--- config.mk ---
export PLATFORM = sky130hd
export DESIGN_NAME = serial_mouse_packet_decoder_top
export DESIGN_NICKNAME = d
export VERILOG_FILES = /design/src/hw/rtl/smpd_pkg.sv /design/src/hw/rtl/smpd_core.sv /design/src/hw/rtl/serial_mouse_packet_decoder_top.sv
export SDC_FILE = /design/constraint.sdc
export NUM_CORES = 1
export LEC_CHECK = 0
export BUFFER_PORTS_ARGS = -buffer_cell sky130_fd_sc_hd__buf_2
export CORE_ASPECT_RATIO = 0.75
export CORE_MARGIN = 1
export CORE_UTILIZATION = 60
export CTS_BUF_LIST = sky130_fd_sc_hd__clkbuf_8
export DETAILED_ROUTE_END_ITERATION = 12
export HOLD_SLACK_MARGIN = 0.08
export PLACE_DENSITY = 0.78
export SLEW_MARGIN = 20
export SYNTH_ARGS = -nofsm -noshare
export SYNTH_HDL_FRONTEND = slang
export SYNTH_SLANG_ARGS = --single-unit
--- constraint.sdc ---
create_clock -name clk -period 12.72 [get_ports clk]
set_input_delay 1.272 -clock clk [delete_from_list [all_inputs] [get_ports clk]]
set_output_delay 1.272 -clock clk [all_outputs]
set_load 0.03 [all_outputs]
--- src/hw/rtl/smpd_pkg.sv ---
// Shared types and constants for the serial mouse packet decoder.
// No dependencies; imported by smpd_core and serial_mouse_packet_decoder_top.
`timescale 1ns / 1ps

package smpd_pkg;

	// Default width of the position accumulators
	localparam int POS_WIDTH_DEF = 16;

	// protocol_mode codes
	localparam logic [1:0] MODE_THREE  = 2'd0;	// 3-byte, bit 6 sync
	localparam logic [1:0] MODE_MIDDLE = 2'd1;	// 3-byte plus middle-button byte
	localparam logic [1:0] MODE_FIVE   = 2'd2;	// 5-byte, 1000_0xxx sync

	localparam int MODE_W = 2;

	// Packet buffer
	localparam int PB_DEPTH = 5;
	localparam int PB_IDX_W = 3;

	// 5-byte sync pattern on the top five bits
	localparam logic [4:0] SYNC5_PATTERN = 5'b10000;

	// Output word layout
	localparam int OUT_DATA_W = 88;
	localparam int OUT_USED_W = 84;

	// Result of one byte, state after the byte
	typedef struct packed {
		logic              done;
		logic        [7:0] dx;
		logic        [7:0] dy;
		logic       [15:0] win_x;
		logic       [15:0] win_y;
		logic       [15:0] pos_x;
		logic       [15:0] pos_y;
		logic        [2:0] buttons;
		logic              sync;
	} smpd_result_t;

endpackage

--- src/hw/rtl/smpd_core.sv ---
// Framing state and per-byte decode for the serial mouse packet decoder.
// Depends on smpd_pkg; instantiated by serial_mouse_packet_decoder_top.
`timescale 1ns / 1ps

module smpd_core import smpd_pkg::*; #(
	parameter int POS_WIDTH = POS_WIDTH_DEF
) (
	input  logic                clk,
	input  logic                arst_n,
	input  logic                step,		// byte is consumed this cycle
	input  logic          [7:0] rx_byte,
	input  logic                clear_window,
	input  logic [MODE_W-1:0]   mode,
	output smpd_result_t        result		// state after this byte
);

	logic          [7:0] pb_q [PB_DEPTH];
	logic [PB_IDX_W-1:0] count_q;
	logic                sync_q;
	logic          [2:0] held_q;
	logic signed [POS_WIDTH-1:0] pos_x_q, pos_y_q;
	logic         [15:0] win_x_q, win_y_q;

	logic [PB_IDX_W-1:0] count_n;
	logic                sync_n;
	logic          [2:0] held_n;
	logic                wr_en;
	logic                done;
	logic          [7:0] dx, dy;
	logic          [7:0] pb4;
	logic          [7:0] sum_y5;
	logic [PB_IDX_W-1:0] count_p1;
	logic                fourth;
	logic         [15:0] win_x_n, win_y_n;
	logic signed [POS_WIDTH-1:0] pos_x_n, pos_y_n;

	assign count_p1 = count_q + 3'd1;
	assign fourth   = (mode == MODE_MIDDLE);
	// last byte of a 5-byte packet goes straight in without waiting for the buffer
	assign pb4      = (count_q == 3'd4) ? rx_byte : pb_q[4];
	assign sum_y5   = pb_q[2] + pb4;

	always_comb begin
		count_n = count_q;
		sync_n  = sync_q;
		held_n  = held_q;
		wr_en   = 1'b0;
		done    = 1'b0;
		dx      = 8'd0;
		dy      = 8'd0;
		unique case (mode)
			MODE_THREE, MODE_MIDDLE: begin
				if (rx_byte[6]) begin
					wr_en   = 1'b1;
					count_n = 3'd1;
					sync_n  = 1'b1;
				end else if (count_q == 3'd0) begin
					// idle, no sync: drop
				end else if (count_q >= 3'd3) begin
					if (fourth)
						held_n = {rx_byte[5], held_q[1:0]};
					count_n = 3'd0;
					sync_n  = 1'b0;
				end else begin
					wr_en   = 1'b1;
					count_n = count_p1;
					if (count_q == 3'd2) begin
						done    = 1'b1;
						dx      = {pb_q[0][1:0], pb_q[1][5:0]};
						dy      = {pb_q[0][3:2], rx_byte[5:0]};
						held_n  = {fourth & held_q[2], pb_q[0][4], pb_q[0][5]};
						count_n = fourth ? 3'd3 : 3'd0;
						sync_n  = fourth;
					end
				end
			end
			MODE_FIVE: begin
				if (rx_byte[7:3] == SYNC5_PATTERN) begin
					wr_en   = 1'b1;
					count_n = 3'd1;
					sync_n  = 1'b1;
				end else if (count_q != 3'd0) begin
					if (count_q < 3'd5) begin
						wr_en   = 1'b1;
						count_n = count_p1;
					end
					if (count_n == 3'd5) begin
						done    = 1'b1;
						dx      = pb_q[1] + pb_q[3];
						dy      = 8'd0 - sum_y5;
						held_n  = {~pb_q[0][1], ~pb_q[0][0], ~pb_q[0][2]};
						count_n = 3'd0;
						sync_n  = 1'b0;
					end else if (count_n > 3'd5) begin
						count_n = 3'd0;
						sync_n  = 1'b0;
					end
				end
			end
			default: begin
				// unused mode: bytes ignored
			end
		endcase
	end

	// dx/dy are zero when no packet completes, so the adds are unconditional
	assign win_x_n = (clear_window ? 16'd0 : win_x_q) + 16'(signed'(dx));
	assign win_y_n = (clear_window ? 16'd0 : win_y_q) + 16'(signed'(dy));
	assign pos_x_n = pos_x_q + POS_WIDTH'(signed'(dx));
	assign pos_y_n = pos_y_q + POS_WIDTH'(signed'(dy));

	always_ff @(posedge clk or negedge arst_n) begin
		if (!arst_n) begin
			count_q <= '0;
			sync_q  <= 1'b0;
			held_q  <= '0;
			pos_x_q <= '0;
			pos_y_q <= '0;
			win_x_q <= '0;
			win_y_q <= '0;
		end else if (step) begin
			count_q <= count_n;
			sync_q  <= sync_n;
			held_q  <= held_n;
			pos_x_q <= pos_x_n;
			pos_y_q <= pos_y_n;
			win_x_q <= win_x_n;
			win_y_q <= win_y_n;
		end
	end

	// packet buffer, no reset; a sync byte always lands in entry 0
	always_ff @(posedge clk) begin
		if (step && wr_en && (count_n == 3'd1 || count_q < 3'(PB_DEPTH)))
			pb_q[(count_n == 3'd1) ? 3'd0 : count_q] <= rx_byte;
	end

	always_comb begin
		result.done    = done;
		result.dx      = dx;
		result.dy      = dy;
		result.win_x   = win_x_n;
		result.win_y   = win_y_n;
		result.pos_x   = 16'(pos_x_n);
		result.pos_y   = 16'(pos_y_n);
		result.buttons = held_n;
		result.sync    = sync_n;
	end

	// sync is set exactly while part of a packet is held
	a_sync_count: assert property (@(posedge clk) disable iff (!arst_n)
		sync_q == (count_q != 3'd0))
		else $error("sync flag and byte count disagree");

	// a completed packet leaves the count at zero, or at three awaiting the middle byte
	a_done_count: assert property (@(posedge clk) disable iff (!arst_n)
		step && done |=> (count_q == 3'd0) || (count_q == 3'd3))
		else $error("bad byte count after packet");

	// a full 5-byte packet is consumed on its last byte, so the count never passes four
	a_count_range: assert property (@(posedge clk) disable iff (!arst_n)
		count_q <= 3'd4)
		else $error("byte count out of range");

endmodule

--- src/hw/rtl/serial_mouse_packet_decoder_top.sv ---
// Top level of the serial mouse packet decoder: stream ports, mode register,
// input and result registers. Depends on smpd_pkg and smpd_core.
`timescale 1ns / 1ps

// Serial mouse packet decoder. Feed it the received mouse bytes as words on
// s_axis; every word gives exactly one result word on m_axis, in order,
// showing the decoder state after that byte: the deltas of a packet that the
// byte completed (packet_done in tuser, deltas zero otherwise), the window
// sums, the wrapping position, buttons and the sync flag. protocol_mode
// (cfg_data[1:0]) picks 3-byte bit-6 sync (0), 3-byte plus optional middle
// button byte (1), or 5-byte 0x80 sync with summed deltas (2); code 3
// ignores bytes and only honors clear_window. Write the mode only while no
// word is in flight. Throughput is one byte per clock while the result side
// does not stall: the framing state is updated by a single pass of logic
// between the input register and the result register, and a word waiting in
// the result register does not stop the next byte entering an empty input
// register. Each byte passes through the input register, then the result
// register, and waits in the input register only while the result side
// stalls. No clearing pass is needed after reset.

module serial_mouse_packet_decoder_top import smpd_pkg::*; #(
	parameter int POS_WIDTH = POS_WIDTH_DEF	// position accumulator width, 8..32
) (
	input  logic                  clk,
	input  logic                  arst_n,

	input  logic                  cfg_valid,
	output logic                  cfg_ready,
	input  logic [MODE_W-1:0]     cfg_data,		// protocol_mode

	input  logic                  s_axis_tvalid,
	output logic                  s_axis_tready,
	input  logic            [7:0] s_axis_tdata,	// [7:0] rx_byte
	input  logic            [0:0] s_axis_tuser,	// [0] clear_window

	output logic                  m_axis_tvalid,
	input  logic                  m_axis_tready,
	// [7:0] delta_x, [15:8] delta_y, [31:16] window_dx, [47:32] window_dy,
	// [63:48] pos_x, [79:64] pos_y, [82:80] button_bits, [83] in_sync, rest zero
	output logic [OUT_DATA_W-1:0] m_axis_tdata,
	output logic            [0:0] m_axis_tuser	// [0] packet_done
);

	logic [MODE_W-1:0] mode_q;

	logic       valid_s1;
	logic [7:0] byte_s1;
	logic       clear_s1;

	logic                  out_valid_q;
	logic [OUT_DATA_W-1:0] out_data_q;
	logic                  out_done_q;

	logic         in_accept;
	logic         advance;
	smpd_result_t res;

	// mode register, always ready
	assign cfg_ready = 1'b1;

	always_ff @(posedge clk or negedge arst_n) begin
		if (!arst_n)
			mode_q <= MODE_THREE;
		else if (cfg_valid)
			mode_q <= cfg_data;
	end

	// byte in the input register moves on when the result register is free or emptying
	assign advance       = valid_s1 && (!out_valid_q || m_axis_tready);
	assign s_axis_tready = !valid_s1 || advance;
	assign in_accept     = s_axis_tvalid && s_axis_tready;

	always_ff @(posedge clk or negedge arst_n) begin
		if (!arst_n)
			valid_s1 <= 1'b0;
		else if (in_accept)
			valid_s1 <= 1'b1;
		else if (advance)
			valid_s1 <= 1'b0;
	end

	always_ff @(posedge clk) begin
		if (in_accept) begin
			byte_s1  <= s_axis_tdata;
			clear_s1 <= s_axis_tuser[0];
		end
	end

	smpd_core #(
		.POS_WIDTH(POS_WIDTH)
	) u_core (
		.clk         (clk),
		.arst_n      (arst_n),
		.step        (advance),
		.rx_byte     (byte_s1),
		.clear_window(clear_s1),
		.mode        (mode_q),
		.result      (res)
	);

	// result register
	always_ff @(posedge clk or negedge arst_n) begin
		if (!arst_n)
			out_valid_q <= 1'b0;
		else if (advance)
			out_valid_q <= 1'b1;
		else if (m_axis_tready)
			out_valid_q <= 1'b0;
	end

	always_ff @(posedge clk) begin
		if (advance) begin
			out_done_q <= res.done;
			out_data_q <= {(OUT_DATA_W - OUT_USED_W)'(0), res.sync, res.buttons,
				res.pos_y, res.pos_x, res.win_y, res.win_x, res.dy, res.dx};
		end
	end

	assign m_axis_tvalid   = out_valid_q;
	assign m_axis_tdata    = out_data_q;
	assign m_axis_tuser[0] = out_done_q;

	// input side stalls only behind a stalled result
	a_stall_cause: assert property (@(posedge clk) disable iff (!arst_n)
		!s_axis_tready |-> m_axis_tvalid && !m_axis_tready)
		else $error("input stalled without output backpressure");

	// a taken result with nothing behind it empties the result register
	a_drain: assert property (@(posedge clk) disable iff (!arst_n)
		m_axis_tvalid && m_axis_tready && !valid_s1 |=> !m_axis_tvalid)
		else $error("result repeated");

	// no completed packet means zero deltas
	a_zero_delta: assert property (@(posedge clk) disable iff (!arst_n)
		advance && !res.done |=> m_axis_tdata[15:0] == 16'd0)
		else $error("nonzero delta without packet");

endmodule
Word level (Yosys, flattened, before mapping)
Memories as Yosys holds them, arrays and structs flattened.
Cells that the tools add are included.
{"block": "word_totals", "reg_bits": 169, "latchBits": 0, "ram_bits": 40, "rom_bits": 0, "out_inout_bits": 92, "memories": 1}
{"memory": "u_core.pb_q", "depth": 5, "width": 8, "read_ports": 5, "rd_clocked_by_memory_dff": 0, "write_ports": 1, "line_no": "smpd_core.sv:17", "text": "logic [7:0] pb_q [PB_DEPTH];"}
{"block": "classes", "n_addsub": 8, "n_mul": 0, "n_div": 0, "n_lt_le_gt_ge": 3, "eq_ne": 7, "shifts": 0, "muxes": 73, "bitwise": 4, "n_reduce_logical": 15}
{"op": "8-bit two-way mux", "n": 15}
{"op": "3-bit two-way mux", "n": 21}
{"op": "16-bit adder", "n": 2}
{"op": "16-bit by 8-bit adder with 16-bit output", "n": 2}
{"op": "16-bit two-way mux", "n": 2}
{"op": "8-bit one-hot mux with 2 select lines", "n": 2}
{"op": "1-bit two-way mux", "n": 27}
{"op": "8-bit adder", "n": 2}
{"op": "3-bit one-hot mux with 2 select lines", "n": 2}
{"op": "1-bit by 8-bit subtractor with 8-bit output (first input constant)", "n": 1}
{"op": "3-bit equality test (second input constant)", "n": 2}
{"op": "1-bit one-hot mux with 2 select lines", "n": 3}
{"op": "5-bit equality test (second input constant)", "n": 1}
{"op": "1-bit logical AND", "n": 4}
{"op": "2-bit nonzero test", "n": 2}
{"op": "3-bit by 1-bit adder with 3-bit output (second input constant)", "n": 1}
{"op": "3-bit by 1-bit equality test with 1-bit output (second input constant)", "n": 1}
{"op": "3-bit by 2-bit equality test with 1-bit output (second input constant)", "n": 1}
{"op": "3-bit by 2-bit >= comparator with 1-bit output (second input constant)", "n": 1}
{"op": "3-bit greater-than comparator (second input constant)", "n": 1}
{"op": "3-bit logical NOT", "n": 1}
{"op": "1-bit logical OR", "n": 3}
{"op": "3-bit less-than comparator (second input constant)", "n": 1}
{"op": "1-bit inverter", "n": 3}
{"op": "8 further kinds", "n": 9}

Longest topological paths before layout
{"block": "depth", "ltp_word": 16, "depth_mapped": 24, "ltp_nobuf": 23}

By module
Synthesis repeated with hierarchy kept, for this count alone.
{"block": "hier_totals", "hier_cells": 957, "area_unflattened_um2": 11373.4}
{"module": "smpd_core", "instances": 1, "cells_each": 844, "area_each_um2": 8329.2}
{"module": "serial_mouse_packet_decoder_top", "instances": 1, "cells_each": 113, "area_each_um2": 3044.2}

Worst setup path before layout
OpenSTA, ideal clock, no wires.
{"block": "synth_path", "path_kind": "reg-to-reg", "startpoint": "register u_core.count_q[0]", "endpoint": "register out_data_q[47] (netlist: m_axis_tdata[47]) (data pin)", "setup_ps": 258, "arrival_ps": 5000, "required_ps": 12462, "setup_slack_ps": 7463, "path_stages_with_launch": 23, "synth_period_minus_slack_ps": 5257, "path_cell_list": "dfrtp_1 > clkbuf_1 > inv_1 > ha_1 > nand2_8 > mux2_2 > ha_1 > inv_1 > ha_1 > inv_1 > fa_1 > nor2b_1 > o31ai_1 > a32o_1 > ha_1 > or3_1 > o21ai_1 > nor3_1 > a2111oi_2 > nor3_1 > mux2i_1 > nand2_1 > xnor2_1"}
{"element": "from (decl)", "line_no": "smpd_core.sv:18", "text": "logic [PB_IDX_W-1:0] count_q;"}
{"element": "from (signal assigned)", "line_no": "smpd_core.sv:122", "text": "count_q <= count_n;"}
{"element": "to (signal assigned)", "line_no": "serial_mouse_packet_decoder_top.sv:114", "text": "out_data_q <= {(OUT_DATA_W - OUT_USED_W)'(0), res.sync, res.buttons,"}
{"element": "to (decl)", "line_no": "serial_mouse_packet_decoder_top.sv:51", "text": "logic [OUT_DATA_W-1:0] out_data_q;"}

==> results by group <==
Run status
  – Status: completed

Detailed routing
  – Routed len/inst: 16.7 µm
  – Remaining DRCs: 0
  – DR pass1 iterations: 5
  – Routed Antenna Nets: 0
  – Avg Vias per Cell: 5.72
  – Drt total wl: 23700 µm
  – Vias post-DR: 8099
  – DRC violation total after the first TritonRoute iteration: 813

Placement
  – PortBufs: 102
  – Final GP Congestion: 0.906
  – Worst slack at placement: 6840 ps
  – Post-place instance area: 11900 µm²
  – Final HPWL DP: 16300 µm

Logic synthesis
  – Synth unique cells: 83
  – Most numerous cell in the Yosys netlist: nand2_1
  – Post-Syn Instances: 1041
  – Cell taking the most area after synthesis: edfxtp_1
  – Synth Area in Adders: 9.01%
  – Mapped Avg Cell Area: 10.7 µm²
  – Largest family of logic cells by synthesized area: simple AND/OR/NAND/NOR gates
  – Most frequent cells after synthesis: 165 x nand2_1, 132 x edfxtp_1, 75 x dfrtp_1
  – Yosys warnings: 0
  – Largest cells by area after synthesis: edfxtp_1 35%, dfrtp_1 17%, ha_1 7.9%
  – Synth Area in Simple Gates: 15.3%
  – Post-synthesis sequential area ratio: 52.2%
  – Flops & latches, synth: 207
  – Compound-Gate Fraction of Synth Area: 11.9%
  – Synth Flop Type: edfxtp_1
  – Post-synth EDFFs: 132
  – Post-synthesis mux area share: 2.25%
  – Post-synthesis cell area: 11200 µm²
  – XOR/XNOR Fraction of Synth Area: 5.60%
  – Ys async rst share: 36.2%
  – Post-synth top area share: 35.4%

Global routing
  – All-layer global routing usage: 25.1%
  – Met1 Track Usage GR: 35.1%
  – Global-route wire length before repair: 38700 µm
  – Initial antenna violation count: 0
  – Grt met3 use: 3.98%
  – Overflow after GRT: 0
  – Vias in the first global route: 7868
  – Largest net degree at the start of global routing: 76
  – Met2 GRT Util: 41.0%
  – Grt peak-use layer: met2

Worst hold path
  – Worst Hold Class: flop to flop
  – Min-Delay Endpoint: u_core.win_y_q[5]
  – Hold Startpoint: u_core.win_y_q[5]
  – Hold Crit Depth: 2

CTS
  – CTS tree: done
  – CTS Sinks: 207
  – CTS root buf: clkbuf_8
  – Reg clk slew, reported paths: 60 ps
  – Post_cts resized: 0
  – Post-CTS Hold Buffers: 0
  – Clock buffer count from CTS: 31
  – Max clock buf depth: 3
  – Worst-skew pair later-pin latency: 590 ps
  – H-tree depth: 1
  – Setup Buffers After CTS: 0

Floorplanning
  – Die X: 160 µm
  – Total core area: 17900 µm²
  – Num rows: 42
  – Area of the die: 19200 µm²
  – I/O Pins: 108
  – Initial Util: 62.4%
  – Die H: 120 µm

Setup path
  – Worst path arrival time: 6360 ps
  – R2R depth: 21
  – CP startpoint kind: flop
  – CP dominant cell by count: ha_1
  – CP max stage cell: dfrtp_1
  – Worst setup path startpoint: u_core.count_q[0]
  – Reg-to-reg startpoint: u_core.count_q[0]
  – R2R Path End: m_axis_tdata[47]
  – CP Class: flop to flop
  – CP Max Fanout: 15
  – Crit path max-delay family: adder cells
  – Reg-to-reg slack, setup: 6690 ps
  – CP Cell Sequence: inv_1 > ha_1 > nand2_8 > mux2_2 > ha_1 > inv_1 > ha_1 > inv_1 > fa_1 > nor2b_1 > o31ai_1 > a32o_1 > ha_1 > or3_1 > o21ai_1 > nor3_1 > a2111oi_2 > nor3_1 > mux2i_1 > nand2_1 > xnor2_1
  – WP buf/inv: 3
  – CP max stage delay: 670 ps
  – Worst EP required: 13040 ps
  – Critical Path End Type: flop

Timing
  – Skew final: 32.4 ps
  – Slew margin rel.: 27.5%
  – Worst Tran Pin Value: 1080 ps
  – Slew Viols, Final: 0
  – Period utilization: 47.4%
  – Crit path time final: 6030 ps
  – Fin. Hold Viols: 0
  – Setup TNS: 0 ps
  – Unrepaired setup endpoints after global routing: false
  – Max frequency: 0.166 GHz
  – Minimum hold slack: 467 ps
  – Setup Viol. Count Final: 0
  – Post-route setup slack: 6690 ps

Finish
  – Final Net Count: 1241
  – Filler cells: 1348
  – Total inserted antenna cells: 0
  – Synth-to-Final Area Change: 12.6%
  – Share of layout cells above drive strength 1: 17.3%
  – Final Instance Area: 12600 µm²

Pwr
  – Leak: 5.63 nW
  – Peak supply drop: 88.6 µV
  – Total power: 0.00197 W
  – Pwr Density: 157 nW/µm²

Run
  – Number of max-cap violations: 0
## tightest hold or removal path: cells and delay by family (launching register included)
kind / cells / cell delay [ps]
simple gates: 2 / 100
flops: 1 / 330
## cell usage in the layout (no fill, tap or decap), types with 8 or more instances in the layout
master	n
a21o_1	8
a21oi_1	52
buf_2	101
buf_4	8
clkbuf_8	38
clkinv_2	8
dfrtp_1	75
edfxtp_1	132
ha_1	71
inv_1	61
mux2_2	14
mux2i_1	8
nand2_1	164
nand2b_1	14
nand3_1	14
nor2_1	69
nor2b_1	37
nor3_1	28
o21a_1	8
o21ai_0	52
o31ai_1	8
or3_1	8
xnor2_1	52
xor2_1	14
## state kept, by name, summed over array words and instances, names as in the netlist, 8 cells and up
name,count
m_axis_tdata,84
u_core.pb_q,38
u_core.pos_x_q,16
u_core.pos_y_q,16
u_core.win_x_q,16
u_core.win_y_q,16
byte_s1,8
## worst max path at each step
stage,to,depth (start not counted)
after floorplan,m_axis_tdata[47],22
after global placement,m_axis_tdata[47],22
after detailed placement,m_axis_tdata[77],18
after CTS,m_axis_tdata[47],21
after global routing,u_core.win_y_q[14],19
final,m_axis_tdata[47],21
## layer usage
metal | vias to the layer above | wire length, µm
met3 | 51 | 1560
met1 | 3858 | 10700
met2 | 284 | 10800
met4 | 0 | 648
met5 | - | 0
li1 | 3906 | -
## cell families after synthesis
| logic type | after synthesis |
|---|---|
| AND/OR/NAND/NOR | 366 |
| adder cells (fa/ha/maj) | 77 |
| buffers and inverters | 98 |
| other | 2 |
| XOR/XNOR | 69 |
| AO/OA/AOI/OAI | 199 |
| multiplexers | 23 |
| flip-flops | 207 |
## power breakdown
group	leakage [nW]	switching [W]	internal (W)	total (W)
Clock	0.381	0.000261	0.000333	0.000595
Sequential	2.28	0.0000816	0.000836	0.000918
Combinational	2.96	0.000298	0.000162	0.000460
Total	5.63	0.000642	0.00133	0.00197
## cell type report
cell class                 count  area [µm²]  area share, %
sequential                   207        5840           46.3
multi-input combinational    739        4970           39.4
timing repair buffer         109         566           4.49
clock buffer                  38         523           4.15
tap                          242         303           2.40
inverter                      60         230           1.83
clock inverter                20         171           1.36
## stage by stage
| step | util (%) | std cells |
|---|---|---|
| after floorplan | - | 1044 |
| after global placement | 66.4 | 1357 |
| after detailed placement | 66.4 | 1357 |
| after CTS | 70.3 | 1415 |
| after global routing | 70.3 | 1415 |
| final | 70.3 | 1415 |
No activity file was read; power rests on OpenSTA's default activity.
